File: config.mk
export PLATFORM = sky130hd
export DESIGN_NAME = wdrh_ctrl
export DESIGN_NICKNAME = d
export VERILOG_FILES = /design/src/rtl/core/wdrh_pkg.sv /design/src/rtl/core/wdrh_ctrl.sv
export SDC_FILE = /design/constraint.sdc
export NUM_CORES = 1
export LEC_CHECK = 0
export BUFFER_PORTS_ARGS = -buffer_cell sky130_fd_sc_hd__buf_2
export CAP_MARGIN = 20
export CORE_MARGIN = 2
export CORE_UTILIZATION = 52
export CTS_BUF_LIST = sky130_fd_sc_hd__clkbuf_2 sky130_fd_sc_hd__clkbuf_4 sky130_fd_sc_hd__clkbuf_8
export DETAILED_ROUTE_END_ITERATION = 8
export PLACE_DENSITY = 0.79
export SKIP_LAST_GASP = 1
export SYNTH_ARGS = -nofsm -noshare
export SYNTH_HDL_FRONTEND = slang
export SYNTH_SLANG_ARGS = --single-unit
File: constraint.sdc
create_clock -name clk -period 2.1 [get_ports clk]
set_input_delay 0.21 -clock clk [delete_from_list [all_inputs] [get_ports clk]]
set_output_delay 0.21 -clock clk [all_outputs]
set_load 0.01 [all_outputs]
File: src/rtl/core/wdrh_pkg.sv
package wdrh_pkg;

  localparam int MAX_ENTRIES = 1024;
  localparam int ID_W        = 10;
  localparam int SLOT_W      = 10;
  localparam int CNT_W       = 11;
  localparam int DL_W        = 64;
  localparam int W_W         = 32;

  typedef enum logic [2:0] {
    OP_ENQ     = 3'd0,
    OP_DEQ     = 3'd1,
    OP_REQ     = 3'd2,
    OP_QUERY   = 3'd3,
    OP_ACT     = 3'd4,
    OP_SETIDLE = 3'd5,
    OP_REFILL  = 3'd6
  } op_t;

  typedef enum logic [1:0] {
    ST_DONE    = 2'd0,
    ST_IGNORED = 2'd1,
    ST_FULL    = 2'd2
  } status_t;

  typedef struct packed {
    logic [2:0]      operation;
    logic [ID_W-1:0] entry_id;
    logic [DL_W-1:0] deadline_in;
    logic [DL_W-1:0] budget_in;
    logic [W_W-1:0]  weight_in;
    logic [DL_W-1:0] quantum_in;
  } req_t;

  typedef struct packed {
    logic [1:0]       status;
    logic [ID_W-1:0]  chosen_entry;
    logic             chosen_is_idle;
    logic [DL_W-1:0]  deadline_out;
    logic [DL_W-1:0]  budget_out;
    logic [CNT_W-1:0] queue_count;
  } rsp_t;

  typedef enum logic [4:0] {
    S_CLEAR, S_IDLE, S_RDID, S_DECODE,
    S_DQ_HS, S_DQ_DL, S_DQ_D,
    S_Q_DL, S_Q_OUT, S_Q_CPY,
    S_REORD, S_STORE,
    S_RF_DA, S_RF_M0, S_RF_M1, S_RF_SUM, S_RF_ADD, S_RF_FIN,
    S_UP_CHK, S_UP_DL, S_UP_CMP,
    S_DN_CHK, S_DN_H2, S_DN_D2, S_DN_SEL, S_DN_CMP,
    S_FINAL, S_DONE
  } st_t;

  typedef enum logic [5:0] {
    C_NOP, C_CLR, C_ACCEPT, C_RDID, C_IGN, C_FULL, C_INS, C_DEQ,
    C_DQ_HS, C_DQ_DL, C_DQ_D, C_REQ_IGN, C_REORD, C_STORE,
    C_Q_HS, C_Q_DL, C_Q_OUT, C_Q_CUR, C_Q_CPY, C_Q_IDL, C_Q_NONE,
    C_ACT, C_SETIDLE,
    C_RF_RD, C_RF_DA, C_RF_M0, C_RF_M1, C_RF_SUM, C_RF_ADD, C_RF_FIN,
    C_UP_RD, C_UP_DL, C_UP_SWAP,
    C_DN_RD1, C_DN_H2, C_DN_D2, C_DN_SEL, C_DN_SWAP,
    C_FINAL
  } cmd_t;

  typedef struct packed {
    logic [2:0] op;
    logic       queued;
    logic       idle_hit;
    logic       full;
    logic       cnt_zero;
    logic       idle_v;
    logic       cur_v;
    logic       deq_move;
    logic       pos_zero;
    logic       strict;
    logic       up_swap;
    logic       dn_leaf;
    logic       dn_stop;
    logic       clr_last;
  } sts_t;

endpackage

File: src/rtl/core/wdrh_ctrl.sv
module wdrh_ctrl (
  input  logic          clk,
  input  logic          rst,
  input  logic          start,
  input  wdrh_pkg::sts_t sts,
  output wdrh_pkg::cmd_t cmd,
  output logic          busy,
  output logic          done
);

  wdrh_pkg::st_t state, state_next;

  always_ff @(posedge clk) begin
    if (rst) begin
      state <= wdrh_pkg::S_CLEAR;
    end else begin
      state <= state_next;
    end
  end

  always_comb begin
    state_next = state;
    unique case (state)
      wdrh_pkg::S_CLEAR: if (sts.clr_last) state_next = wdrh_pkg::S_IDLE;
      wdrh_pkg::S_IDLE: if (start) state_next = wdrh_pkg::S_RDID;
      wdrh_pkg::S_RDID: state_next = wdrh_pkg::S_DECODE;
      wdrh_pkg::S_DECODE: begin
        unique case (sts.op)
          wdrh_pkg::OP_ENQ: begin
            if (sts.queued || sts.idle_hit || sts.full) state_next = wdrh_pkg::S_DONE;
            else state_next = wdrh_pkg::S_UP_CHK;
          end
          wdrh_pkg::OP_DEQ: begin
            if (!sts.queued || sts.idle_hit || !sts.deq_move) state_next = wdrh_pkg::S_DONE;
            else state_next = wdrh_pkg::S_DQ_HS;
          end
          wdrh_pkg::OP_REQ: begin
            priority if (sts.idle_hit) state_next = wdrh_pkg::S_DONE;
            else if (sts.queued) state_next = wdrh_pkg::S_UP_CHK;
            else if (sts.full) state_next = wdrh_pkg::S_DONE;
            else state_next = wdrh_pkg::S_UP_CHK;
          end
          wdrh_pkg::OP_QUERY: begin
            priority if (!sts.cnt_zero) state_next = wdrh_pkg::S_Q_DL;
            else if (sts.idle_v && sts.cur_v) state_next = wdrh_pkg::S_Q_CPY;
            else if (sts.idle_v) state_next = wdrh_pkg::S_Q_OUT;
            else state_next = wdrh_pkg::S_DONE;
          end
          wdrh_pkg::OP_ACT: begin
            if (sts.queued) state_next = wdrh_pkg::S_REORD;
            else state_next = wdrh_pkg::S_DONE;
          end
          wdrh_pkg::OP_REFILL: state_next = wdrh_pkg::S_RF_DA;
          default: state_next = wdrh_pkg::S_DONE;
        endcase
      end
      wdrh_pkg::S_DQ_HS: state_next = wdrh_pkg::S_DQ_DL;
      wdrh_pkg::S_DQ_DL: state_next = wdrh_pkg::S_DQ_D;
      wdrh_pkg::S_DQ_D: state_next = wdrh_pkg::S_UP_CHK;
      wdrh_pkg::S_Q_DL: state_next = wdrh_pkg::S_Q_OUT;
      wdrh_pkg::S_Q_OUT: state_next = wdrh_pkg::S_DONE;
      wdrh_pkg::S_Q_CPY: state_next = wdrh_pkg::S_DONE;
      wdrh_pkg::S_REORD: state_next = wdrh_pkg::S_UP_CHK;
      wdrh_pkg::S_STORE: state_next = wdrh_pkg::S_DONE;
      wdrh_pkg::S_RF_DA: state_next = wdrh_pkg::S_RF_M0;
      wdrh_pkg::S_RF_M0: state_next = wdrh_pkg::S_RF_M1;
      wdrh_pkg::S_RF_M1: state_next = wdrh_pkg::S_RF_SUM;
      wdrh_pkg::S_RF_SUM: state_next = wdrh_pkg::S_RF_ADD;
      wdrh_pkg::S_RF_ADD: state_next = wdrh_pkg::S_RF_FIN;
      wdrh_pkg::S_RF_FIN: begin
        if (sts.queued) state_next = wdrh_pkg::S_REORD;
        else state_next = wdrh_pkg::S_STORE;
      end
      wdrh_pkg::S_UP_CHK: begin
        priority if (!sts.pos_zero) state_next = wdrh_pkg::S_UP_DL;
        else if (sts.strict) state_next = wdrh_pkg::S_DN_CHK;
        else state_next = wdrh_pkg::S_FINAL;
      end
      wdrh_pkg::S_UP_DL: state_next = wdrh_pkg::S_UP_CMP;
      wdrh_pkg::S_UP_CMP: begin
        priority if (sts.up_swap) state_next = wdrh_pkg::S_UP_CHK;
        else if (sts.strict) state_next = wdrh_pkg::S_DN_CHK;
        else state_next = wdrh_pkg::S_FINAL;
      end
      wdrh_pkg::S_DN_CHK: begin
        if (sts.dn_leaf) state_next = wdrh_pkg::S_FINAL;
        else state_next = wdrh_pkg::S_DN_H2;
      end
      wdrh_pkg::S_DN_H2: state_next = wdrh_pkg::S_DN_D2;
      wdrh_pkg::S_DN_D2: state_next = wdrh_pkg::S_DN_SEL;
      wdrh_pkg::S_DN_SEL: state_next = wdrh_pkg::S_DN_CMP;
      wdrh_pkg::S_DN_CMP: begin
        if (sts.dn_stop) state_next = wdrh_pkg::S_FINAL;
        else state_next = wdrh_pkg::S_DN_CHK;
      end
      wdrh_pkg::S_FINAL: state_next = wdrh_pkg::S_DONE;
      wdrh_pkg::S_DONE: state_next = wdrh_pkg::S_IDLE;
      default: state_next = wdrh_pkg::S_IDLE;
    endcase
  end

  always_comb begin
    cmd  = wdrh_pkg::C_NOP;
    busy = (state != wdrh_pkg::S_IDLE);
    done = (state == wdrh_pkg::S_DONE);
    unique case (state)
      wdrh_pkg::S_CLEAR: cmd = wdrh_pkg::C_CLR;
      wdrh_pkg::S_IDLE: if (start) cmd = wdrh_pkg::C_ACCEPT;
      wdrh_pkg::S_RDID: cmd = wdrh_pkg::C_RDID;
      wdrh_pkg::S_DECODE: begin
        unique case (sts.op)
          wdrh_pkg::OP_ENQ: begin
            priority if (sts.queued || sts.idle_hit) cmd = wdrh_pkg::C_IGN;
            else if (sts.full) cmd = wdrh_pkg::C_FULL;
            else cmd = wdrh_pkg::C_INS;
          end
          wdrh_pkg::OP_DEQ: begin
            if (!sts.queued || sts.idle_hit) cmd = wdrh_pkg::C_IGN;
            else cmd = wdrh_pkg::C_DEQ;
          end
          wdrh_pkg::OP_REQ: begin
            priority if (sts.idle_hit) cmd = wdrh_pkg::C_REQ_IGN;
            else if (sts.queued) cmd = wdrh_pkg::C_REORD;
            else if (sts.full) cmd = wdrh_pkg::C_FULL;
            else cmd = wdrh_pkg::C_INS;
          end
          wdrh_pkg::OP_QUERY: begin
            priority if (!sts.cnt_zero) cmd = wdrh_pkg::C_Q_HS;
            else if (sts.idle_v && sts.cur_v) cmd = wdrh_pkg::C_Q_CUR;
            else if (sts.idle_v) cmd = wdrh_pkg::C_Q_IDL;
            else cmd = wdrh_pkg::C_Q_NONE;
          end
          wdrh_pkg::OP_ACT: cmd = wdrh_pkg::C_ACT;
          wdrh_pkg::OP_SETIDLE: begin
            if (sts.queued) cmd = wdrh_pkg::C_IGN;
            else cmd = wdrh_pkg::C_SETIDLE;
          end
          wdrh_pkg::OP_REFILL: cmd = wdrh_pkg::C_RF_RD;
          default: cmd = wdrh_pkg::C_IGN;
        endcase
      end
      wdrh_pkg::S_DQ_HS: cmd = wdrh_pkg::C_DQ_HS;
      wdrh_pkg::S_DQ_DL: cmd = wdrh_pkg::C_DQ_DL;
      wdrh_pkg::S_DQ_D: cmd = wdrh_pkg::C_DQ_D;
      wdrh_pkg::S_Q_DL: cmd = wdrh_pkg::C_Q_DL;
      wdrh_pkg::S_Q_OUT: cmd = wdrh_pkg::C_Q_OUT;
      wdrh_pkg::S_Q_CPY: cmd = wdrh_pkg::C_Q_CPY;
      wdrh_pkg::S_REORD: cmd = wdrh_pkg::C_REORD;
      wdrh_pkg::S_STORE: cmd = wdrh_pkg::C_STORE;
      wdrh_pkg::S_RF_DA: cmd = wdrh_pkg::C_RF_DA;
      wdrh_pkg::S_RF_M0: cmd = wdrh_pkg::C_RF_M0;
      wdrh_pkg::S_RF_M1: cmd = wdrh_pkg::C_RF_M1;
      wdrh_pkg::S_RF_SUM: cmd = wdrh_pkg::C_RF_SUM;
      wdrh_pkg::S_RF_ADD: cmd = wdrh_pkg::C_RF_ADD;
      wdrh_pkg::S_RF_FIN: cmd = wdrh_pkg::C_RF_FIN;
      wdrh_pkg::S_UP_CHK: if (!sts.pos_zero) cmd = wdrh_pkg::C_UP_RD;
      wdrh_pkg::S_UP_DL: cmd = wdrh_pkg::C_UP_DL;
      wdrh_pkg::S_UP_CMP: if (sts.up_swap) cmd = wdrh_pkg::C_UP_SWAP;
      wdrh_pkg::S_DN_CHK: if (!sts.dn_leaf) cmd = wdrh_pkg::C_DN_RD1;
      wdrh_pkg::S_DN_H2: cmd = wdrh_pkg::C_DN_H2;
      wdrh_pkg::S_DN_D2: cmd = wdrh_pkg::C_DN_D2;
      wdrh_pkg::S_DN_SEL: cmd = wdrh_pkg::C_DN_SEL;
      wdrh_pkg::S_DN_CMP: if (!sts.dn_stop) cmd = wdrh_pkg::C_DN_SWAP;
      wdrh_pkg::S_FINAL: cmd = wdrh_pkg::C_FINAL;
      wdrh_pkg::S_DONE: cmd = wdrh_pkg::C_NOP;
      default: cmd = wdrh_pkg::C_NOP;
    endcase
  end

endmodule

======== After elaboration in Yosys (flattened, before gate mapping) ========
Cells that the tools add are included.
cells by class
  multiplexer cells ....................... 35
  reduce and logical (&&, ||, !) cells .... 12
  eq/ne operators ......................... 36
operator list
  kind                                                                      number
  6-bit one-hot mux with 27 select lines                                    1
  5-bit one-hot mux with 23 select lines                                    1
  5-bit equality test (second input constant)                               12
  5-bit two-way mux                                                         11
  6-bit one-hot mux with 7 select lines                                     1
  5-bit by 4-bit equality test with 1-bit output (second input constant)    8
  4-bit two-way mux                                                         10
  5-bit one-hot mux with 6 select lines                                     1
  5-bit by 3-bit equality test with 1-bit output (second input constant)    4
  6-bit two-way mux                                                         3
  5-bit by 2-bit equality test with 1-bit output (second input constant)    2
  3-bit equality test (second input constant)                               3
  2-bit two-way mux                                                         4
  3-bit by 2-bit equality test with 1-bit output (second input constant)    2
  3-bit two-way mux                                                         2
  5-bit by 1-bit equality test with 1-bit output (second input constant)    1
  5-bit logical NOT                                                         1
  5-bit by 1-bit inequality test with 1-bit output (second input constant)  1
  1-bit logical OR                                                          4
  2-bit inequality test (second input constant)                             2
  4-bit OR reduction                                                        1
  3-bit by 1-bit equality test with 1-bit output (second input constant)    1
  3-bit logical NOT                                                         1
  1-bit logical NOT                                                         2
  other kinds (4)                                                           4
storage, ports and cells
  register bits ........................... 5
  output and inout port bits .............. 8
  input port bits ......................... 19

======== Logic depth before layout (Yosys ltp) ========
  depth in word-level cells ............... 6
  gate-level depth with buffers ........... 7
  gate-level depth less buffers ........... 5

======== Least setup slack after synthesis ========
OpenSTA, ideal clock, no wires.
  kind .................................... flip-flop to output port
  start point ............................. register state[2]
  end point ............................... output cmd[2]
  arrival ................................. 1.262 ns
  required time ........................... 1.890 ns
  buffers on the path ..................... 1
  path slack .............................. 0.628 ns
  stages on the path, launching flop included .. 7
  cells stage by stage .................... dfxtp_1 -> buf_6 -> nand2b_1 -> nand2_1 -> a21oi_1 -> o22ai_1 -> a221o_1
on the way
  longest elaborated chain between the ends .. 2
ends and longest elaborated chain
  what                                         RTL line          text
  start, declared                              wdrh_ctrl.sv:11   wdrh_pkg::st_t state, state_next;
  start signal, assigned                       wdrh_ctrl.sv:15   state <= wdrh_pkg::S_CLEAR;
  start signal, assigned                       wdrh_ctrl.sv:17   state <= state_next;
  5-bit equality test (tied with other cells)  wdrh_ctrl.sv:106  unique case (state)
  6-bit one-hot mux with 27 select lines (*)   wdrh_ctrl.sv:106
  end, declared                                wdrh_ctrl.sv:6    output wdrh_pkg::cmd_t cmd,
Mark *: on every way between the ends. The rest lies on a longest branch, timed or not.

======== Worst setup path after layout ========
Same ends and word-level chain as after synthesis.

==> results.py <==
metrics = {
    "sta": {
        "setup_tns_ns": 0,
        "worstMarginPinSlew_ns": 0.426,
        "clock.fmax_mhz": 496,
        "skew_ns": 0.00127,
        "setup_viol": 0,
        "drv_slew": 0,
        "finalCriticalPeriod_ns": 2.02,
        "relSlewSlack_pct": 70.9,
        "hold_slack_ns": 0.163,
        "timing.final.crit_share_pct": 96.0,
        "rsz0062_at_grt": "no",
        "setup_slack_ns": 0.0845,
        "finalHoldViolations": 0,
    },
    "cells_and_area": {
        "final_cell_mix": "buf_2, a21oi_1, o21ai_0",
        "final_common_cell": "buf_2",
        "reg_top3": "state: 5 flops",
        "insertedDiodeCount": 0,
        "post-route-util_pct": 62.3,
        "n_fill_cell": 228,
        "regMostFlops": "state",
        "drive_above_1_share_pct": 21.9,
        "area_growth_pct": 11.8,
        "largest_reg_flops": 5,
        "final_nets": 239,
    },
    "status": {
        "status": "finished clean",
    },
    "yosys": {
        "postSynthCellCount": 200,
        "synth-async-reset-ratio_pct": 0,
        "yosysSeqAreaShare_pct": 7.97,
        "syn_area_um2": 1260,
        "synth-seq-cells": 5,
        "ys_warn_count": 0,
        "synth-edff-count": 0,
        "ys_types": 54,
        "synth.avg_cell_area_um2": 6.28,
        "synth_nets": 219,
        "ys.flop_type": "dfxtp_1",
    },
    "global_routing": {
        "gr-total-overflow": 0,
        "grt_first_pass_wirelength_mm": 6.27,
        "grt_max_degree": 23,
        "antenna_found_initial": 0,
        "grt_use_total_pct": 29.5,
        "grt_pass1_vias": 1384,
    },
    "flow_run": {
        "maxCapViolCount": 0,
    },
    "die": {
        "ios": 27,
        "dieArea_um2": 2820,
        "initial_utilization_pct": 55.7,
        "dieWidth_um": 53.2,
        "die_h_um": 53.2,
        "design.core.area_um2": 2250,
        "row_count": 17,
    },
    "detailed_routing": {
        "wl_mm": 3.91,
        "first_pass_iters": 5,
        "drc_errors": 0,
        "routedWlPerCell_um": 15.8,
        "via_per_inst": 6.57,
        "vias": 1624,
        "initialDrtViolationCount": 91,
        "ant_nets": 0,
    },
    "hold_path": {
        "holdPathStages": 2,
        "hold_class": "input port to register",
        "min_from": "rst",
    },
    "clocking": {
        "postCtsHoldBufs": 0,
        "clk_path_buf_depth": 2,
        "insertion_delay_ns": 0.26,
        "cts-root-buf": "clkbuf_4",
        "cts_buffers": 3,
        "cts.sinks": 5,
        "clkTransAtPathRegs_ns": 0.05,
        "cts_tree": "yes",
        "htree_levels": 1,
    },
    "pwr": {
        "vdd_drop_max_v": 0.000695,
        "p_per_area_nw_per_um2": 1070,
        "power.leakage_uw": 0.000531,
        "fin_total_pwr_uw": 1510,
    },
    "setup_path": {
        "critical_path_class": "register to primary output",
        "worst_setup_path_end_kind": "primary output",
        "crit_path_max_fanout": 11,
        "required_ns": 1.89,
        "startpoint_type": "register",
        "startpoint": "state[2]$_SDFFE_PP0P_",
        "worstRegToRegCells": 5,
        "reg2reg_from": "state[1]$_SDFFE_PP0P_",
        "crit_arrival_ns": 1.81,
    },
    "placed_design": {
        "gp_congestion": 0.966,
        "hpwl_mm": 2.74,
        "pre_cts_ws_ns": 0.338,
        "portBuffers": 26,
    },
}
-- cell usage after synthesis, types with 4 or more instances --
| cell | n | area (um^2) |
|---|---|---|
| o22ai_1 | 5 | 31.3 |
| buf_4 | 4 | 30.0 |
| nand2b_1 | 9 | 56.3 |
| o21ai_0 | 19 | 95.1 |
| nand2_1 | 14 | 52.6 |
| a31oi_1 | 5 | 31.3 |
| nand3_1 | 7 | 35.0 |
| inv_1 | 11 | 41.3 |
| nor3_1 | 8 | 40.0 |
| nor2b_1 | 7 | 43.8 |
| buf_2 | 11 | 55.1 |
| a311oi_1 | 4 | 35.0 |
| nor2_1 | 10 | 37.5 |
| o211ai_1 | 4 | 30.0 |
| dfxtp_1 | 5 | 100 |
| a21oi_1 | 25 | 125 |
-- final cells by class --
class	instances	area [um^2]	share of cell area, %
multi-input combinational	164	1000	71.3
timing repair buffer	34	190	13.5
sequential	5	103	7.31
inverter	12	45.0	3.21
tap	28	35.0	2.50
clock buffer	4	30.0	2.14
-- final timing paths --
path | end | slack, ns
max | cmd[2] | 0.08
min | state[4]$_SDFFE_PP0P_ | 0.16
max reg2reg | state[0]$_SDFFE_PP0P_ | 0.45
min reg2reg | state[0]$_SDFFE_PP0P_ | 0.74
-- kinds of logic (layout without fill, tap and decap cells) --
logic type / count (synthesis) / after routing / synth area share [%]
XOR/XNOR: 3 / 3 / 2.09
flip-flops: 5 / 5 / 7.97
AO/OA/AOI/OAI: 91 / 91 / 46.3
AND/OR/NAND/NOR: 69 / 69 / 30.1
multiplexers: 1 / 1 / 0.797
buffers and inverters: 31 / 50 / 12.7
-- power by group --
group	switching, uW	total [uW]	internal (uW)
combinational	708	1170	458
sequential	68.5	199	131
clock	54.5	140	85.7
total	831	1510	675
-- timing repair --
item / 4_1_cts / 5_1_grt
buffers inserted: 0 / 0
endpoints found under the setup margin: 0 / 3
resized for setup: 0 / 4
-- worst max-delay path: stages, from the launching register on --
cell,delay [ns]
dfxtp_1,0.50
nand2b_2,0.25
nand2_1,0.06
a21oi_1,0.16
o22ai_1,0.11
a221o_1,0.31
buf_2,0.14
-- per-layer routing --
metal | part of all wire, % | global-route usage, % | up-vias
met3 | 10 | 5.93 | 13
met2 | 43 | 44.8 | 93
met5 | 0 | 0 | -
met4 | 1.7 | 12.0 | 0
met1 | 45 | 40.2 | 719
li1 | - | - | 799
-- per-stage QoR --
step,instance area (um^2),instances
after floorplan,1260,200
after global placement,1370,243
after detailed placement,1370,243
after CTS,1400,247
after global routing,1400,247
final,1400,247
(Power assumes the default switching activity.)
